### config.mk
export PLATFORM = sky130hd
export DESIGN_NAME = escape_command_stream_parser_top
export DESIGN_NICKNAME = d
export VERILOG_FILES = /design/src/rtl/ecsp_pkg.sv /design/src/rtl/ecsp_in_stage.sv /design/src/rtl/ecsp_parser.sv /design/src/rtl/ecsp_out_reg.sv /design/src/rtl/escape_command_stream_parser_top.sv
export SDC_FILE = /design/constraint.sdc
export NUM_CORES = 1
export LEC_CHECK = 0
export BUFFER_PORTS_ARGS = -buffer_cell sky130_fd_sc_hd__clkbuf_2
export CAP_MARGIN = 5
export CORE_UTILIZATION = 58
export CTS_CLUSTER_DIAMETER = 150
export DETAILED_ROUTE_END_ITERATION = 8
export GPL_ROUTABILITY_DRIVEN = 1
export PLACE_DENSITY_LB_ADDON = 0.15
export SYNTH_ARGS = -nofsm -noshare
export SYNTH_HDL_FRONTEND = slang
export SYNTH_HIERARCHICAL = 1
export SYNTH_SLANG_ARGS = --single-unit
### constraint.sdc
create_clock -name clk -period 3.58 [get_ports clk]
set_clock_uncertainty 0.2 [all_clocks]
set_input_delay 0.537 -clock clk [delete_from_list [all_inputs] [get_ports clk]]
set_output_delay 0.537 -clock clk [all_outputs]
set_load 0.05 [all_outputs]
### src/rtl/ecsp_pkg.sv
// ----------------------------------------------------------------------------
// ecsp_pkg
// Shared types and constants of the escape command stream parser.
// ----------------------------------------------------------------------------
package ecsp_pkg;

	// Chunking: a chunk closes after this many items
	localparam int unsigned CHUNK_ITEMS = 10;
	localparam int unsigned CHUNK_CNT_W = $clog2(CHUNK_ITEMS + 1);

	// Stream byte codes
	localparam logic [7:0] BYTE_ESC     = 8'h1b;
	localparam logic [7:0] BYTE_SPACE   = 8'h20;
	localparam logic [7:0] BYTE_LBRACK  = 8'h5b;  // '['
	localparam logic [7:0] BYTE_RBRACK  = 8'h5d;  // ']'
	localparam logic [7:0] LETTER_A     = 8'h41;  // 'A'
	localparam logic [7:0] LETTER_N     = 8'h4e;  // 'N'
	localparam logic [7:0] LETTER_LOW_I = 8'h69;  // 'i'
	localparam logic [7:0] LETTER_I     = 8'h49;  // 'I'

	// Flag word bits
	localparam int unsigned FLAG_A_BRACKETS = 5;  // 0x20
	localparam int unsigned FLAG_A_DOUBLE   = 6;  // 0x40

	// Node kinds
	localparam logic KIND_CONTROL = 1'b0;
	localparam logic KIND_CHAR    = 1'b1;

	typedef enum logic [1:0] {
		PH_IDLE,
		PH_LETTER,
		PH_LENGTH,
		PH_ARGS
	} phase_t;

	typedef struct packed {
		logic        kind;
		logic [7:0]  code;
		logic [31:0] arg;
		logic [7:0]  high_byte;
		logic [3:0]  mode_bits;
		logic        notify;
		logic        start;
	} node_t;

endpackage

### src/rtl/ecsp_in_stage.sv
// ----------------------------------------------------------------------------
// ecsp_in_stage
// Input register: captures one stream byte per transfer.
// ----------------------------------------------------------------------------
module ecsp_in_stage (
	input  logic       clk,
	input  logic       arst_n,
	input  logic       byte_valid,
	input  logic [7:0] in_byte,
	input  logic       advance,
	output logic       byte_stall,
	output logic       valid_s1,
	output logic [7:0] byte_s1
);

	// Hold while a registered byte waits for the parser
	assign byte_stall = valid_s1 && !advance;

	always_ff @(posedge clk or negedge arst_n) begin
		if (!arst_n) begin
			valid_s1 <= 1'b0;
		end else if (!byte_stall) begin
			valid_s1 <= byte_valid;
		end
	end

	always_ff @(posedge clk) begin
		if (!byte_stall && byte_valid) begin
			byte_s1 <= in_byte;
		end
	end

endmodule

### src/rtl/ecsp_parser.sv
// ----------------------------------------------------------------------------
// ecsp_parser
// Parser state and the one-byte step: builds a node and updates state.
// ----------------------------------------------------------------------------
module ecsp_parser (
	input  logic               clk,
	input  logic               arst_n,
	input  logic               take,
	input  logic [7:0]         byte_s1,
	output logic               res_valid,
	output ecsp_pkg::node_t    res
);

	ecsp_pkg::phase_t                     phase_q, phase_d;
	logic [7:0]                           letter_q, letter_d;
	logic [2:0]                           len_q, len_d;
	logic [1:0]                           idx_q, idx_d;
	logic [31:0]                          accum_q, accum_d;
	logic [7:0]                           high_q, high_d;
	logic [3:0]                           mode_q, mode_d;
	logic                                 pend_q, pend_d;
	logic [ecsp_pkg::CHUNK_CNT_W-1:0]     cnt_q, cnt_d;
	logic                                 space_q, space_d;
	logic [15:0]                          flag_a_q, flag_a_d;
	logic [15:0]                          flag_n_q, flag_n_d;

	logic is_space, full, start, brackets, last_arg;
	logic [31:0] acc_n;
	logic [7:0]  high_n;
	logic [3:0]  mode_n;

	assign is_space = (byte_s1 == ecsp_pkg::BYTE_SPACE);
	assign full     = (cnt_q >= ecsp_pkg::CHUNK_CNT_W'(ecsp_pkg::CHUNK_ITEMS));
	assign start    = (cnt_q == '0) || (is_space ? full : (space_q || full));
	assign brackets = flag_a_q[ecsp_pkg::FLAG_A_BRACKETS] && (flag_n_q[1:0] == 2'b00);
	assign last_arg = ({1'b0, idx_q} + 3'd1) >= len_q;

	// Argument byte folded into the accumulators
	always_comb begin
		acc_n  = accum_q;
		high_n = high_q;
		mode_n = mode_q;
		if (len_q == 3'd3) begin
			unique case (idx_q)
				2'd0:    mode_n = byte_s1[3:0];
				2'd1:    acc_n  = {24'd0, byte_s1};
				default: high_n = byte_s1;
			endcase
		end else if (len_q == 3'd2 && idx_q == 2'd1) begin
			high_n = byte_s1;
		end else begin
			acc_n = accum_q | ({24'd0, byte_s1} << {idx_q, 3'b000});
		end
	end

	always_comb begin
		phase_d  = phase_q;
		letter_d = letter_q;
		len_d    = len_q;
		idx_d    = idx_q;
		accum_d  = accum_q;
		high_d   = high_q;
		mode_d   = mode_q;
		pend_d   = pend_q;
		cnt_d    = cnt_q;
		space_d  = space_q;
		flag_a_d = flag_a_q;
		flag_n_d = flag_n_q;
		res_valid = 1'b0;
		res       = '0;
		res.kind  = ecsp_pkg::KIND_CONTROL;
		res.code  = letter_q;
		res.start = pend_q;

		unique case (phase_q)
			ecsp_pkg::PH_LETTER: begin
				letter_d = byte_s1;
				phase_d  = ecsp_pkg::PH_LENGTH;
			end
			ecsp_pkg::PH_LENGTH: begin
				idx_d   = '0;
				accum_d = '0;
				high_d  = '0;
				mode_d  = '0;
				len_d   = byte_s1[2:0];
				if (byte_s1 >= 8'd1 && byte_s1 <= 8'd4) begin
					phase_d = ecsp_pkg::PH_ARGS;
				end else begin
					// Out-of-range length: emit at once with zero arguments
					res_valid = 1'b1;
					phase_d   = ecsp_pkg::PH_IDLE;
				end
			end
			ecsp_pkg::PH_ARGS: begin
				accum_d = acc_n;
				high_d  = high_n;
				mode_d  = mode_n;
				idx_d   = idx_q + 2'd1;
				if (last_arg) begin
					res_valid = 1'b1;
					phase_d   = ecsp_pkg::PH_IDLE;
					unique case (len_q)
						3'd1: begin
							res.arg    = {24'd0, acc_n[7:0]};
							res.notify = (letter_q == ecsp_pkg::LETTER_LOW_I);
						end
						3'd2: begin
							res.arg       = {24'd0, acc_n[7:0]};
							res.high_byte = high_n;
							if (letter_q == ecsp_pkg::LETTER_A) flag_a_d = {high_n, acc_n[7:0]};
							if (letter_q == ecsp_pkg::LETTER_N) flag_n_d = {high_n, acc_n[7:0]};
						end
						3'd3: begin
							res.arg       = {24'd0, acc_n[7:0]};
							res.high_byte = high_n;
							res.mode_bits = mode_n;
						end
						default: begin
							res.arg    = acc_n;
							res.notify = (letter_q == ecsp_pkg::LETTER_LOW_I);
						end
					endcase
				end
			end
			default: begin
				cnt_d   = (start ? '0 : cnt_q) + 1'b1;
				space_d = is_space || (!start && space_q);
				if (byte_s1 == ecsp_pkg::BYTE_ESC) begin
					pend_d  = start;
					phase_d = ecsp_pkg::PH_LETTER;
				end else begin
					res_valid = 1'b1;
					res.start = start;
					if (byte_s1 == ecsp_pkg::BYTE_LBRACK && brackets) begin
						res.code = ecsp_pkg::LETTER_I;
						res.arg  = flag_a_q[ecsp_pkg::FLAG_A_DOUBLE] ? 32'd2 : 32'd1;
					end else if (byte_s1 == ecsp_pkg::BYTE_RBRACK && brackets) begin
						res.code = ecsp_pkg::LETTER_I;
					end else begin
						res.kind = ecsp_pkg::KIND_CHAR;
						res.code = byte_s1;
					end
				end
			end
		endcase
	end

	always_ff @(posedge clk or negedge arst_n) begin
		if (!arst_n) begin
			phase_q  <= ecsp_pkg::PH_IDLE;
			letter_q <= '0;
			len_q    <= '0;
			idx_q    <= '0;
			accum_q  <= '0;
			high_q   <= '0;
			mode_q   <= '0;
			pend_q   <= 1'b0;
			cnt_q    <= '0;
			space_q  <= 1'b0;
			flag_a_q <= '0;
			flag_n_q <= '0;
		end else if (take) begin
			phase_q  <= phase_d;
			letter_q <= letter_d;
			len_q    <= len_d;
			idx_q    <= idx_d;
			accum_q  <= accum_d;
			high_q   <= high_d;
			mode_q   <= mode_d;
			pend_q   <= pend_d;
			cnt_q    <= cnt_d;
			space_q  <= space_d;
			flag_a_q <= flag_a_d;
			flag_n_q <= flag_n_d;
		end
	end

endmodule

### src/rtl/ecsp_out_reg.sv
// ----------------------------------------------------------------------------
// ecsp_out_reg
// Result register: holds one node until the downstream side takes it.
// ----------------------------------------------------------------------------
module ecsp_out_reg (
	input  logic            clk,
	input  logic            arst_n,
	input  logic            load,
	input  ecsp_pkg::node_t node_d,
	input  logic            node_stall,
	output logic            can_load,
	output logic            node_valid,
	output ecsp_pkg::node_t node_q
);

	assign can_load = !node_valid || !node_stall;

	always_ff @(posedge clk or negedge arst_n) begin
		if (!arst_n) begin
			node_valid <= 1'b0;
		end else if (load) begin
			node_valid <= 1'b1;
		end else if (!node_stall) begin
			node_valid <= 1'b0;
		end
	end

	always_ff @(posedge clk) begin
		if (load) begin
			node_q <= node_d;
		end
	end

endmodule

### src/rtl/escape_command_stream_parser_top.sv
// ----------------------------------------------------------------------------
// escape_command_stream_parser_top
// Escape command stream parser: bytes in, character and control nodes out.
// ----------------------------------------------------------------------------
// One byte per transfer enters an input register; the parser step between
// that register and the result register decodes it, so a byte can be taken
// every cycle unless the parser is blocked; a byte passes both registers
// in turn. Plain bytes give character nodes; ESC, letter, length and the
// argument bytes give one control node on the last command byte, and bytes
// that finish no node give no transfer. Brackets become 'I' control nodes
// while flag word A has bit 0x20 set and flag word N has bits 0..1 clear.
// The result register only blocks the parser when it is full, stalled, and
// the waiting byte would produce a node; command bytes that complete nothing
// still advance. Flag words and chunk state clear on reset.
// ----------------------------------------------------------------------------
module escape_command_stream_parser_top (
	input  logic        clk,
	input  logic        arst_n,
	input  logic        byte_valid,
	output logic        byte_stall,
	input  logic [7:0]  in_byte,
	output logic        node_valid,
	input  logic        node_stall,
	output logic        node_kind,
	output logic [7:0]  node_code,
	output logic [31:0] node_arg,
	output logic [7:0]  node_high_byte,
	output logic [3:0]  node_mode_bits,
	output logic        notify_attached,
	output logic        chunk_start
);

	logic            valid_s1;
	logic [7:0]      byte_s1;
	logic            advance;
	logic            res_valid;
	logic            can_load;
	ecsp_pkg::node_t res;
	ecsp_pkg::node_t node_q;

	// Advance the registered byte unless it makes a node with nowhere to go
	assign advance = valid_s1 && (!res_valid || can_load);

	ecsp_in_stage u_in (
		.clk        (clk),
		.arst_n     (arst_n),
		.byte_valid (byte_valid),
		.in_byte    (in_byte),
		.advance    (advance),
		.byte_stall (byte_stall),
		.valid_s1   (valid_s1),
		.byte_s1    (byte_s1)
	);

	ecsp_parser u_parser (
		.clk       (clk),
		.arst_n    (arst_n),
		.take      (advance),
		.byte_s1   (byte_s1),
		.res_valid (res_valid),
		.res       (res)
	);

	ecsp_out_reg u_out (
		.clk        (clk),
		.arst_n     (arst_n),
		.load       (advance && res_valid),
		.node_d     (res),
		.node_stall (node_stall),
		.can_load   (can_load),
		.node_valid (node_valid),
		.node_q     (node_q)
	);

	// Drive the node fields from the result register
	assign node_kind       = node_q.kind;
	assign node_code       = node_q.code;
	assign node_arg        = node_q.arg;
	assign node_high_byte  = node_q.high_byte;
	assign node_mode_bits  = node_q.mode_bits;
	assign notify_attached = node_q.notify;
	assign chunk_start     = node_q.start;

endmodule

==> impl_metrics.yaml, run 1 <==
synthesis:
  synthMostInstantiatedCell: "dfrtp_1"
  synth_area_leaders: "edfxtp_1 (32%), dfrtp_1 (30%), a22o_1 (6.4%), a22oi_1 (4.1%), nor2_1 (3.3%)"
  ys_ff_latch: 134
  synth_nets: 508
  synthesis.area_sq_um: 5990
  synth_edf_count: 63
  yosys_warnings: 6
  synth_top_area_share_pct: 31.6
  synth_common_cells: "dfrtp_1 (71), edfxtp_1 (63), nor2_1 (53), a22o_1 (44), nand2_1 (34)"
  syn_area_per_cell_sq_um: 12.4
  ys_seq_area_share_pct: 61.2
  syn_inst: 484
  async_flop_share_pct: 53.0
  synth.distinct_cells: 62
  synth_area_leader_cell: "edfxtp_1"
  synth_top_flop_cell: "dfrtp_1"
setup_path:
  rrSetupSlack_ps: 200
  end_kind: "primary output"
  cpMaxStageDelayCell: "dfrtp_1"
  cp_data_arrival_time_ps: 2760
  critPathMaxStageDelay_ps: 410
  cp_cell_sequence: "inv_1 > ha_1 > ha_1 > a21o_1 > a31o_2 > nand2_1 > a22oi_1 > a21boi_2 > nand2b_4 > inv_1 > buf_4"
  cp-start-kind: "flop"
  worst-setup-path-type: "reg2out"
  required_ps: 2840
  crit_family: "compound AO/OA/AOI/OAI gates"
  path_buf_inv: 3
  critPathMaxFanout: 5
global_route:
  met2_usage_pct: 41.4
  grt-ovfl-total: 0
  grt_max_degree: 37
  grt_busiest_layer: "met2"
  grt_pass1_vias: 4228
  grt_first_pass_wirelength_mm: 21.2
  grtUsageMet3_pct: 5.98
  use_met1_pct: 33.6
  grt_usage_pct: 25.6
  antenna_found_initial: 0
routing:
  drtIter0Drc: 328
  viasPerCell: 5.95
  dr.pass1.iters: 5
  wl_per_cell_um: 18.0
  drt-total-wl_mm: 13.0
  drtAntennaViolNets: 0
  vias: 4287
  drc: 0
placement:
  place.gp.congestion: 0.865
  dp_hpwl_mm: 8.43
  placed_cells: 675
  port-buffer-count: 68
clock_tree:
  cts_root_buf: "clkbuf_8"
  cts_tree: "yes"
  clkTransAtPathRegs_ps: 60
  clockBufferDepth: 2
  cts_sinks: 134
  clk_latency_ps: 530
  htreeDepth: 4
  cts_buffers: 17
sta:
  period_minus_slack_ps: 3500
  drv_slew: 0
  clock.fmax_mhz: 286
  fin_crit_sh_pct: 97.8
  fin_hold_ws_ps: 38.3
  finalSetupViolCount: 0
  hold_viol_final: 0
  slew_headroom_pct: 48.9
  worst_slew_pin_slew_ps: 761
layout:
  antenna_cells: 0
  nets: 599
  syn2layout_area_growth_pct: 19.9
  multi_input_area_sq_um: 2090
  drive_gt1_share_pct: 25.7
  finalNonFillerCells: 721
  nFillCells: 683
  regArea_sq_um: 3670
die:
  die_area_sq_um: 10700
  initial_utilization_pct: 60.4
  die_h_um: 104
  coreArea_sq_um: 9910
  rows: 36
  die_x_um: 104
  io-pin-count: 69
power:
  p_total_mw: 7.52
  ir_drop_v: 0.000481
  p_leak_nw: 3.13
  p_per_area_nw_per_um2: 1050
run_status:
  status: "finished clean"
hold_path:
  hold_class: "in2reg"
job:
  cap_viol_max_count: 0
==> logic make-up after synthesis <==
kind of cell               after synthesis  synth area share, %
xor gates and xnor gates                 1                0.146
buffers and inverters                   51                 3.89
adders and majority gates               12                 2.51
and+or+nand+nor                        133                 11.2
AOI/OAI and AO/OA                      122                 15.5
muxes                                   31                 5.49
DFF                                    134                 61.2
==> per-layer routing <==
| layer | vias up | share of wire [%] |
|---|---|---|
| met4 | 0 | 2.5 |
| met3 | 29 | 5.8 |
| met5 | - | 0 |
| met2 | 177 | 49 |
| met1 | 2115 | 43 |
| li1 | 1966 | - |
==> worst paths after layout <==
check,start,to,depth (start not counted)
setup reg to reg,u_parser/idx_q[1]$_DFFE_PN0P_,u_parser/flag_n_q[1]$_DFFE_PN0P_,14
hold reg to reg,u_parser/space_q$_DFFE_PN0P_,u_parser/space_q$_DFFE_PN0P_,2
hold / removal,node_stall,u_out/node_valid$_DFFE_PN0P_,2
min in group asynchronous,arst_n,u_out/node_valid$_DFFE_PN0P_,2
max in group asynchronous,arst_n,u_parser/idx_q[0]$_DFFE_PN0P_,3
setup / recovery,u_parser/idx_q[1]$_DFFE_PN0P_,byte_stall,11
==> flip-flops by register name, indices dropped and copies added, names as in the netlist, 2 cells and up <==
register           cells
u_parser/flag_a_q      2
u_in/byte_s1           8
u_parser/accum_q      32
u_parser/letter_q      8
u_out/node_q          55
u_parser/high_q        8
u_parser/phase_q       2
u_parser/flag_n_q      2
u_parser/cnt_q         4
u_parser/len_q         3
u_parser/mode_q        4
u_parser/idx_q         2
==> final cells by class <==
type / instances / share of cell area [%]
clock inverters: 10 / 1.48
clock buffers: 22 / 6.03
flip-flops and latches: 134 / 51.1
repair buffers: 105 / 8.99
well taps: 133 / 2.32
multi-input cells: 299 / 29.1
inverters: 18 / 0.941
==> worst register-to-register path, stage by stage, from the launching register on <==
cell,delay (ps)
dfrtp_1,410
inv_1,110
ha_1,310
ha_1,210
a21o_1,180
a31o_2,250
nand2_1,110
a22oi_1,110
a21boi_2,180
buf_4,140
nand2_2,50
nor4_1,180
nand2_1,100
or3_1,400
mux2_1,330
==> what timing repair did <==
action,4_1_cts,5_1_grt
hold endpoints to repair,16,0
hold buffers,10,0
gates cloned,0,0
resized for setup,3,2
buffers inserted,1,3
pin swaps,1,1
endpoints found under the setup margin,1,2
==> placed cells by master, fill, tap and decap left out, drive strengths merged, types with 4 or more instances in the layout <==
cell type,count
dlygate4sd3,10
buf,28
o21ai,20
a22o,44
inv,18
mux2i,16
clkbuf,89
mux2,15
clkinv,7
dfrtp,71
edfxtp,63
nor2,54
a22oi,33
nand2b,6
and3,5
nand3,4
ha,12
nor3,6
nand2,35
a21oi,8
==> where the power goes <==
| part | internal, mW | switching (mW) | total [mW] | leakage, nW |
|---|---|---|---|---|
| logic | 1.01 | 2.25 | 3.26 | 1.34 |
| registers | 2.35 | 0.324 | 2.67 | 1.52 |
| clock network | 0.982 | 0.608 | 1.59 | 0.266 |
| total | 4.34 | 3.18 | 7.52 | 3.13 |
==> per-stage QoR <==
step | setup WS [ps] | instance area [sq um] | util (%) | TNS, ps
after detailed placement | 150 | 6500 | 65.6 | 0
final | 79.6 | 7180 | 72.5 | 0
after global routing | -26.8 | 7180 | 72.5 | -26.8
after global placement | 272 | 6500 | 65.6 | 0
after floorplan | 281 | 5990 | - | 0
after CTS | 13.4 | 7160 | 72.2 | 0
No activity file was read; power rests on OpenSTA's default activity.
==> run 2, diff against run 1 <==
==> constraint.sdc (replaced) <==
create_clock -name clk -period 3.58 [get_ports clk]
set_clock_uncertainty 0.2 [all_clocks]
set_input_delay 0.537 -clock clk [delete_from_list [all_inputs] [get_ports clk]]
set_output_delay 0.537 -clock clk [all_outputs]
set_load 0.005 [all_outputs]
==> run 2 against run 1 <==
Effect of this change: final area rose by 1.5%; non-clock buffer count fell by 3; utilization rose by 1.1 points; critical endpoint unchanged; largest cell class unchanged.
==> impl_metrics.yaml, run 2 (same netlist as run 1, synthesis figures left out) <==
routing:
  vias: 4274
  routedLengthMet1_mm: 5.44
  dr.pass1.iters: 7
  drtIter0Drc: 265
  drtAntennaViolNets: 0
  viasPerCell: 5.95
  drt-total-wl_mm: 13.0
  met3_length_um: 988
  highest_layer: "met4"
  wl_met2_mm: 6.41
  wl_per_cell_um: 18.1
  drc: 0
global_route:
  grt_pass1_vias: 4166
  antenna_found_initial: 0
  grt_usage_pct: 25.3
  grt_max_degree: 37
  grt_first_pass_wirelength_mm: 20.8
  grt-ovfl-total: 0
sta:
  fin_crit_sh_pct: 96.3
  fin_hold_ws_ps: 27.0
  finalSetupViolCount: 0
  clock.fmax_mhz: 290
  drv_slew: 0
  worst_slew_pin_slew_ps: 817
  period_minus_slack_ps: 3450
  hold_viol_final: 0
  fin_ws_ps: 134
  slew_headroom_pct: 45.5
die:
  initial_utilization_pct: 60.4
  rows: 36
  die_x_um: 104
  coreArea_sq_um: 9910
  die_h_um: 104
  die_area_sq_um: 10700
  io-pin-count: 69
setup_path:
  required_ps: 2840
  cp_data_arrival_time_ps: 2710
  critPathMaxFanout: 8
  path_buf_inv: 3
  cp_cell_sequence: "ha_2 > ha_1 > a21o_1 > a31o_4 > nand2_2 > a22oi_1 > a21boi_1 > buf_4 > nand2b_4 > inv_1 > clkbuf_2"
  worst-setup-path-type: "reg2out"
  cpMaxStageDelayCell: "dfrtp_2"
  critPathMaxStageDelay_ps: 470
  end_kind: "primary output"
  crit_family: "compound AO/OA/AOI/OAI gates"
  cp-start-kind: "flop"
placement:
  placed_area_sq_um: 6500
  placed_cells: 674
  dp_hpwl_mm: 8.33
  pre_cts_slack_ps: 220
  place.gp.congestion: 0.855
  port-buffer-count: 68
clock_tree:
  cts_sinks: 134
  clockBufferDepth: 2
  clk_latency_ps: 520
  htreeDepth: 4
  cts_buffers: 17
  clkTransAtPathRegs_ps: 60
  cts_tree: "yes"
  cts_root_buf: "clkbuf_8"
hold_path:
  hold_class: "in2reg"
power:
  p_leak_nw: 3.16
  p_switching_mw: 2.27
  p_seq_share_pct: 38.8
  p_int_mw: 4.64
  p_per_area_nw_per_um2: 949
  power_frac_comb_pct: 33.8
  switching_share_pct: 32.9
  power_frac_clock_pct: 27.4
  ir_drop_v: 0.000516
layout:
  drive_gt1_share_pct: 26.3
  final_cell_area_sq_um: 7290
  nets: 596
  final_common_cell: "dfrtp_1"
  finalNonFillerCells: 718
  antenna_cells: 0
  largest_reg_flops: 55
  largestRegisters: "u_out/node_q: 55 flops, u_parser/accum_q: 32 flops"
  mostFrequentLayoutCells: "dfrtp_1 (70), clkbuf_2 (68), edfxtp_1 (63)"
  syn2layout_area_growth_pct: 21.7
  largest-register: "u_out/node_q"
  fin_util_pct: 73.5
job:
  cap_viol_max_count: 0
run_status:
  status: "finished clean"
-- run 2: worst paths after layout --
check | slack (ps) | from | cells past startpoint | endpoint
worst min register to register | 280 | u_parser/letter_q[6]$_DFFE_PN0P_ | 2 | u_parser/letter_q[6]$_DFFE_PN0P_
worst max-delay path | 130 | u_parser/idx_q[0]$_DFFE_PN0P_ | 11 | byte_stall
worst min-delay path | 30 | byte_valid | 2 | u_in/valid_s1$_DFFE_PN0N_
worst max register to register | 290 | u_parser/idx_q[0]$_DFFE_PN0P_ | 13 | u_parser/flag_n_q[1]$_DFFE_PN0P_
min in group asynchronous | 440 | arst_n | 2 | u_parser/cnt_q[1]$_DFFE_PN0P_
max in group asynchronous | 1910 | arst_n | 3 | u_parser/accum_q[14]$_DFFE_PN0P_
-- run 2: cell type report --
type | instances | area [sq um]
Clock buffer | 18 | 418
Clock inverter | 14 | 230
Fill cell | 682 | 2620
Inverter | 18 | 70.1
Multi-Input combinational cell | 299 | 2110
Sequential cell | 134 | 3670
Tap cell | 133 | 166
Timing Repair Buffer | 102 | 618
-- run 2: per-layer routing --
layer  global-route usage [%]  vias to the layer above
met2                     40.4                      196
met3                     6.42                       15
met5                        0                        -
met4                     8.90                        0
met1                     33.7                     2101
li1                         -                     1962
-- run 2: through the flow --
step	total power [mW]	setup TNS (ps)
6_report	6.91	0
5_1_grt	7.28	-2.53
4_1_cts	6.86	0
3_5_place_dp	4.92	0
3_3_place_gp	4.83	0
2_1_floorplan	4.16	0
-- run 2: repair_timing --
item | in CTS | in global routing
buffers inserted | 2 | 1
resized for setup | 1 | 7
hold buffers | 9 | 0
pin swaps | 1 | 1
endpoints found under the hold margin | 37 | 0
setup endpoints to repair | 1 | 2
-- run 2: power groups by stage --
stage	Clock [mW]	Sequential, mW	Combinational, mW
detailed placement	0	2.69	2.23
global route	1.98	2.75	2.54
global placement	0	2.66	2.17
CTS	1.91	2.67	2.27
finish	1.90	2.68	2.34
floorplan	0	2.66	1.50
==> run 3, diff against run 2 <==
--- a/config.mk
+++ b/config.mk
@@ -11,6 +11,7 @@
 export CTS_CLUSTER_DIAMETER = 150
 export DETAILED_ROUTE_END_ITERATION = 8
 export GPL_ROUTABILITY_DRIVEN = 1
+export GPL_TIMING_DRIVEN = 0
 export PLACE_DENSITY_LB_ADDON = 0.15
 export SYNTH_ARGS = -nofsm -noshare
 export SYNTH_HDL_FRONTEND = slang
==> run 3 against run 2 <==
Effect of this change: sequential power hardly changed; non-clock buffer count grew 18; critical path depth is 1 higher; final area is 0.84% higher; hold slack improved by 13 ps; critical path type unchanged.
==> impl_metrics.yaml, run 3 (same netlist as run 1, synthesis figures left out) <==
power:
  ir_drop_v: 0.000478
  power_frac_comb_pct: 34.7
  p_switching_mw: 2.31
  p_int_mw: 4.60
  p_seq_share_pct: 38.6
  switching_share_pct: 33.5
  p_per_area_nw_per_um2: 941
  power_frac_clock_pct: 26.7
  p_leak_nw: 3.18
clock_tree:
  cts_sinks: 134
  clockBufferDepth: 2
  cts_root_buf: "clkbuf_8"
  cts_tree: "yes"
  htreeDepth: 4
  clkTransAtPathRegs_ps: 60
  cts_buffers: 17
  clk_latency_ps: 520
die:
  rows: 36
  initial_utilization_pct: 60.4
  die_area_sq_um: 10700
  die_h_um: 104
  die_x_um: 104
  io-pin-count: 69
  coreArea_sq_um: 9910
sta:
  fin_tns_setup_ps: 0
  drv_slew: 0
  finalSetupViolCount: 0
  period_minus_slack_ps: 3430
  rsz0062_at_grt: "false"
  fin_crit_sh_pct: 95.8
  hold_viol_final: 0
  worst_slew_pin_slew_ps: 853
  clock.fmax_mhz: 292
  slew_headroom_pct: 42.7
  fin_ws_ps: 150
routing:
  dr.pass1.iters: 5
  wl_per_cell_um: 18.4
  viasPerCell: 5.93
  drt-total-wl_mm: 13.6
  drtIter0Drc: 293
  drc: 0
  vias: 4366
  drtAntennaViolNets: 0
layout:
  mostFrequentLayoutCells: "dfrtp_1 (70), clkbuf_2 (68), edfxtp_1 (63)"
  regArea_sq_um: 3670
  nets: 614
  drive_gt1_share_pct: 25.7
  antenna_cells: 0
  largest-register: "u_out/node_q"
  syn2layout_area_growth_pct: 22.7
  largestRegisters: "u_out/node_q: 55 flops, u_parser/accum_q: 32 flops"
  multi_input_area_sq_um: 2110
  final_cell_area_sq_um: 7350
  nFillCells: 670
  final_common_cell: "dfrtp_1"
  largest_reg_flops: 55
global_route:
  grt-ovfl-total: 0
  antenna_found_initial: 0
  grt_usage_pct: 26.3
  grt_max_degree: 57
  grt_first_pass_wirelength_mm: 21.5
  grt_pass1_vias: 4216
setup_path:
  required_ps: 2840
  rr_startpoint: "u_parser/idx_q[0]$_DFFE_PN0P_"
  cp-start-kind: "flop"
  rrSetupSlack_ps: 160
  cp_data_arrival_time_ps: 2690
  worst-setup-path-type: "reg2out"
  worstRegToRegCells: 14
  end_kind: "primary output"
  worst_r2r_endpoint: "u_parser/flag_n_q[1]$_DFFE_PN0P_"
  critPathMaxFanout: 5
placement:
  pre_cts_slack_ps: -259
  placed_area_sq_um: 6520
  dp_hpwl_mm: 8.58
  place.gp.congestion: 0.894
  port-buffer-count: 68
hold_path:
  hold_depth: 2
  hold_class: "in2reg"
  whs_endpoint: "u_out/node_valid$_DFFE_PN0P_"
  min-delay-start: "node_stall"
run_status:
  status: "finished clean"
job:
  cap_viol_max_count: 0
[run 3: metal layers]
layer,GRT usage (%),share of wire (%)
met1,34.4,42
met2,40.8,49
met3,6.42,6.0
met4,13.9,3.2
met5,0,0
[run 3: worst max-delay path by stage]
stage | start | slack (ps) | depth (start not counted) | to
floorplan | u_parser/idx_q[0]$_DFFE_PN0P_ | 280 | 13 | u_parser/flag_n_q[1]$_DFFE_PN0P_
global placement | u_parser/idx_q[0]$_DFFE_PN0P_ | -200 | 13 | u_parser/flag_n_q[1]$_DFFE_PN0P_
detailed placement | u_parser/idx_q[0]$_DFFE_PN0P_ | -260 | 13 | u_parser/flag_n_q[1]$_DFFE_PN0P_
CTS | u_parser/idx_q[0]$_DFFE_PN0P_ | -4 | 13 | u_parser/flag_n_q[1]$_DFFE_PN0P_
global route | u_parser/idx_q[0]$_DFFE_PN0P_ | 9 | 12 | byte_stall
finish | u_parser/idx_q[0]$_DFFE_PN0P_ | 150 | 12 | byte_stall
[run 3: per-stage QoR]
step           std cells  util, %  hold slack (ps)  power [mW]
2_1_floorplan        484        -             41.4        4.16
3_5_place_dp         686     65.8              276        4.92
3_3_place_gp         685     65.6              263        4.81
6_report             736     74.2             40.0        6.91
5_1_grt              736     74.2             30.1        7.28
4_1_cts              732     73.5             5.04        6.83
[run 3: area by class of cell]
class,count,area share [%]
Buffer,33,2.26
Clock inverter,13,2.76
Sequential cell,134,49.9
Multi-Input combinational cell,299,28.7
Timing Repair Buffer,87,7.25
Tap cell,133,2.26
Clock buffer,19,5.87
Inverter,18,0.919
[run 3: critical path, stage by stage (launching register included)]
cell	delay, ps
dfrtp_2	400
inv_2	60
ha_1	330
ha_1	220
a21o_1	180
a31o_2	250
nand2_2	100
a22oi_2	100
a21boi_2	170
buf_4	120
nand2b_4	110
inv_1	40
clkbuf_2	100
[run 3: power groups by stage]
stage               Combinational [mW]  Clock, mW  Sequential [mW]
global placement                  2.15          0             2.66
finish                            2.40       1.85             2.67
floorplan                         1.50          0             2.66
CTS                               2.29       1.87             2.67
detailed placement                2.23          0             2.70
global route                      2.61       1.94             2.73
[run 3: repair_timing]
action / CTS / global route
pin swaps: 1 / 1
hold buffers: 9 / 0
buffers inserted: 5 / 3
endpoints found under the hold margin: 39 / 0
resized for setup: 2 / 7
setup endpoints to repair: 51 / 51
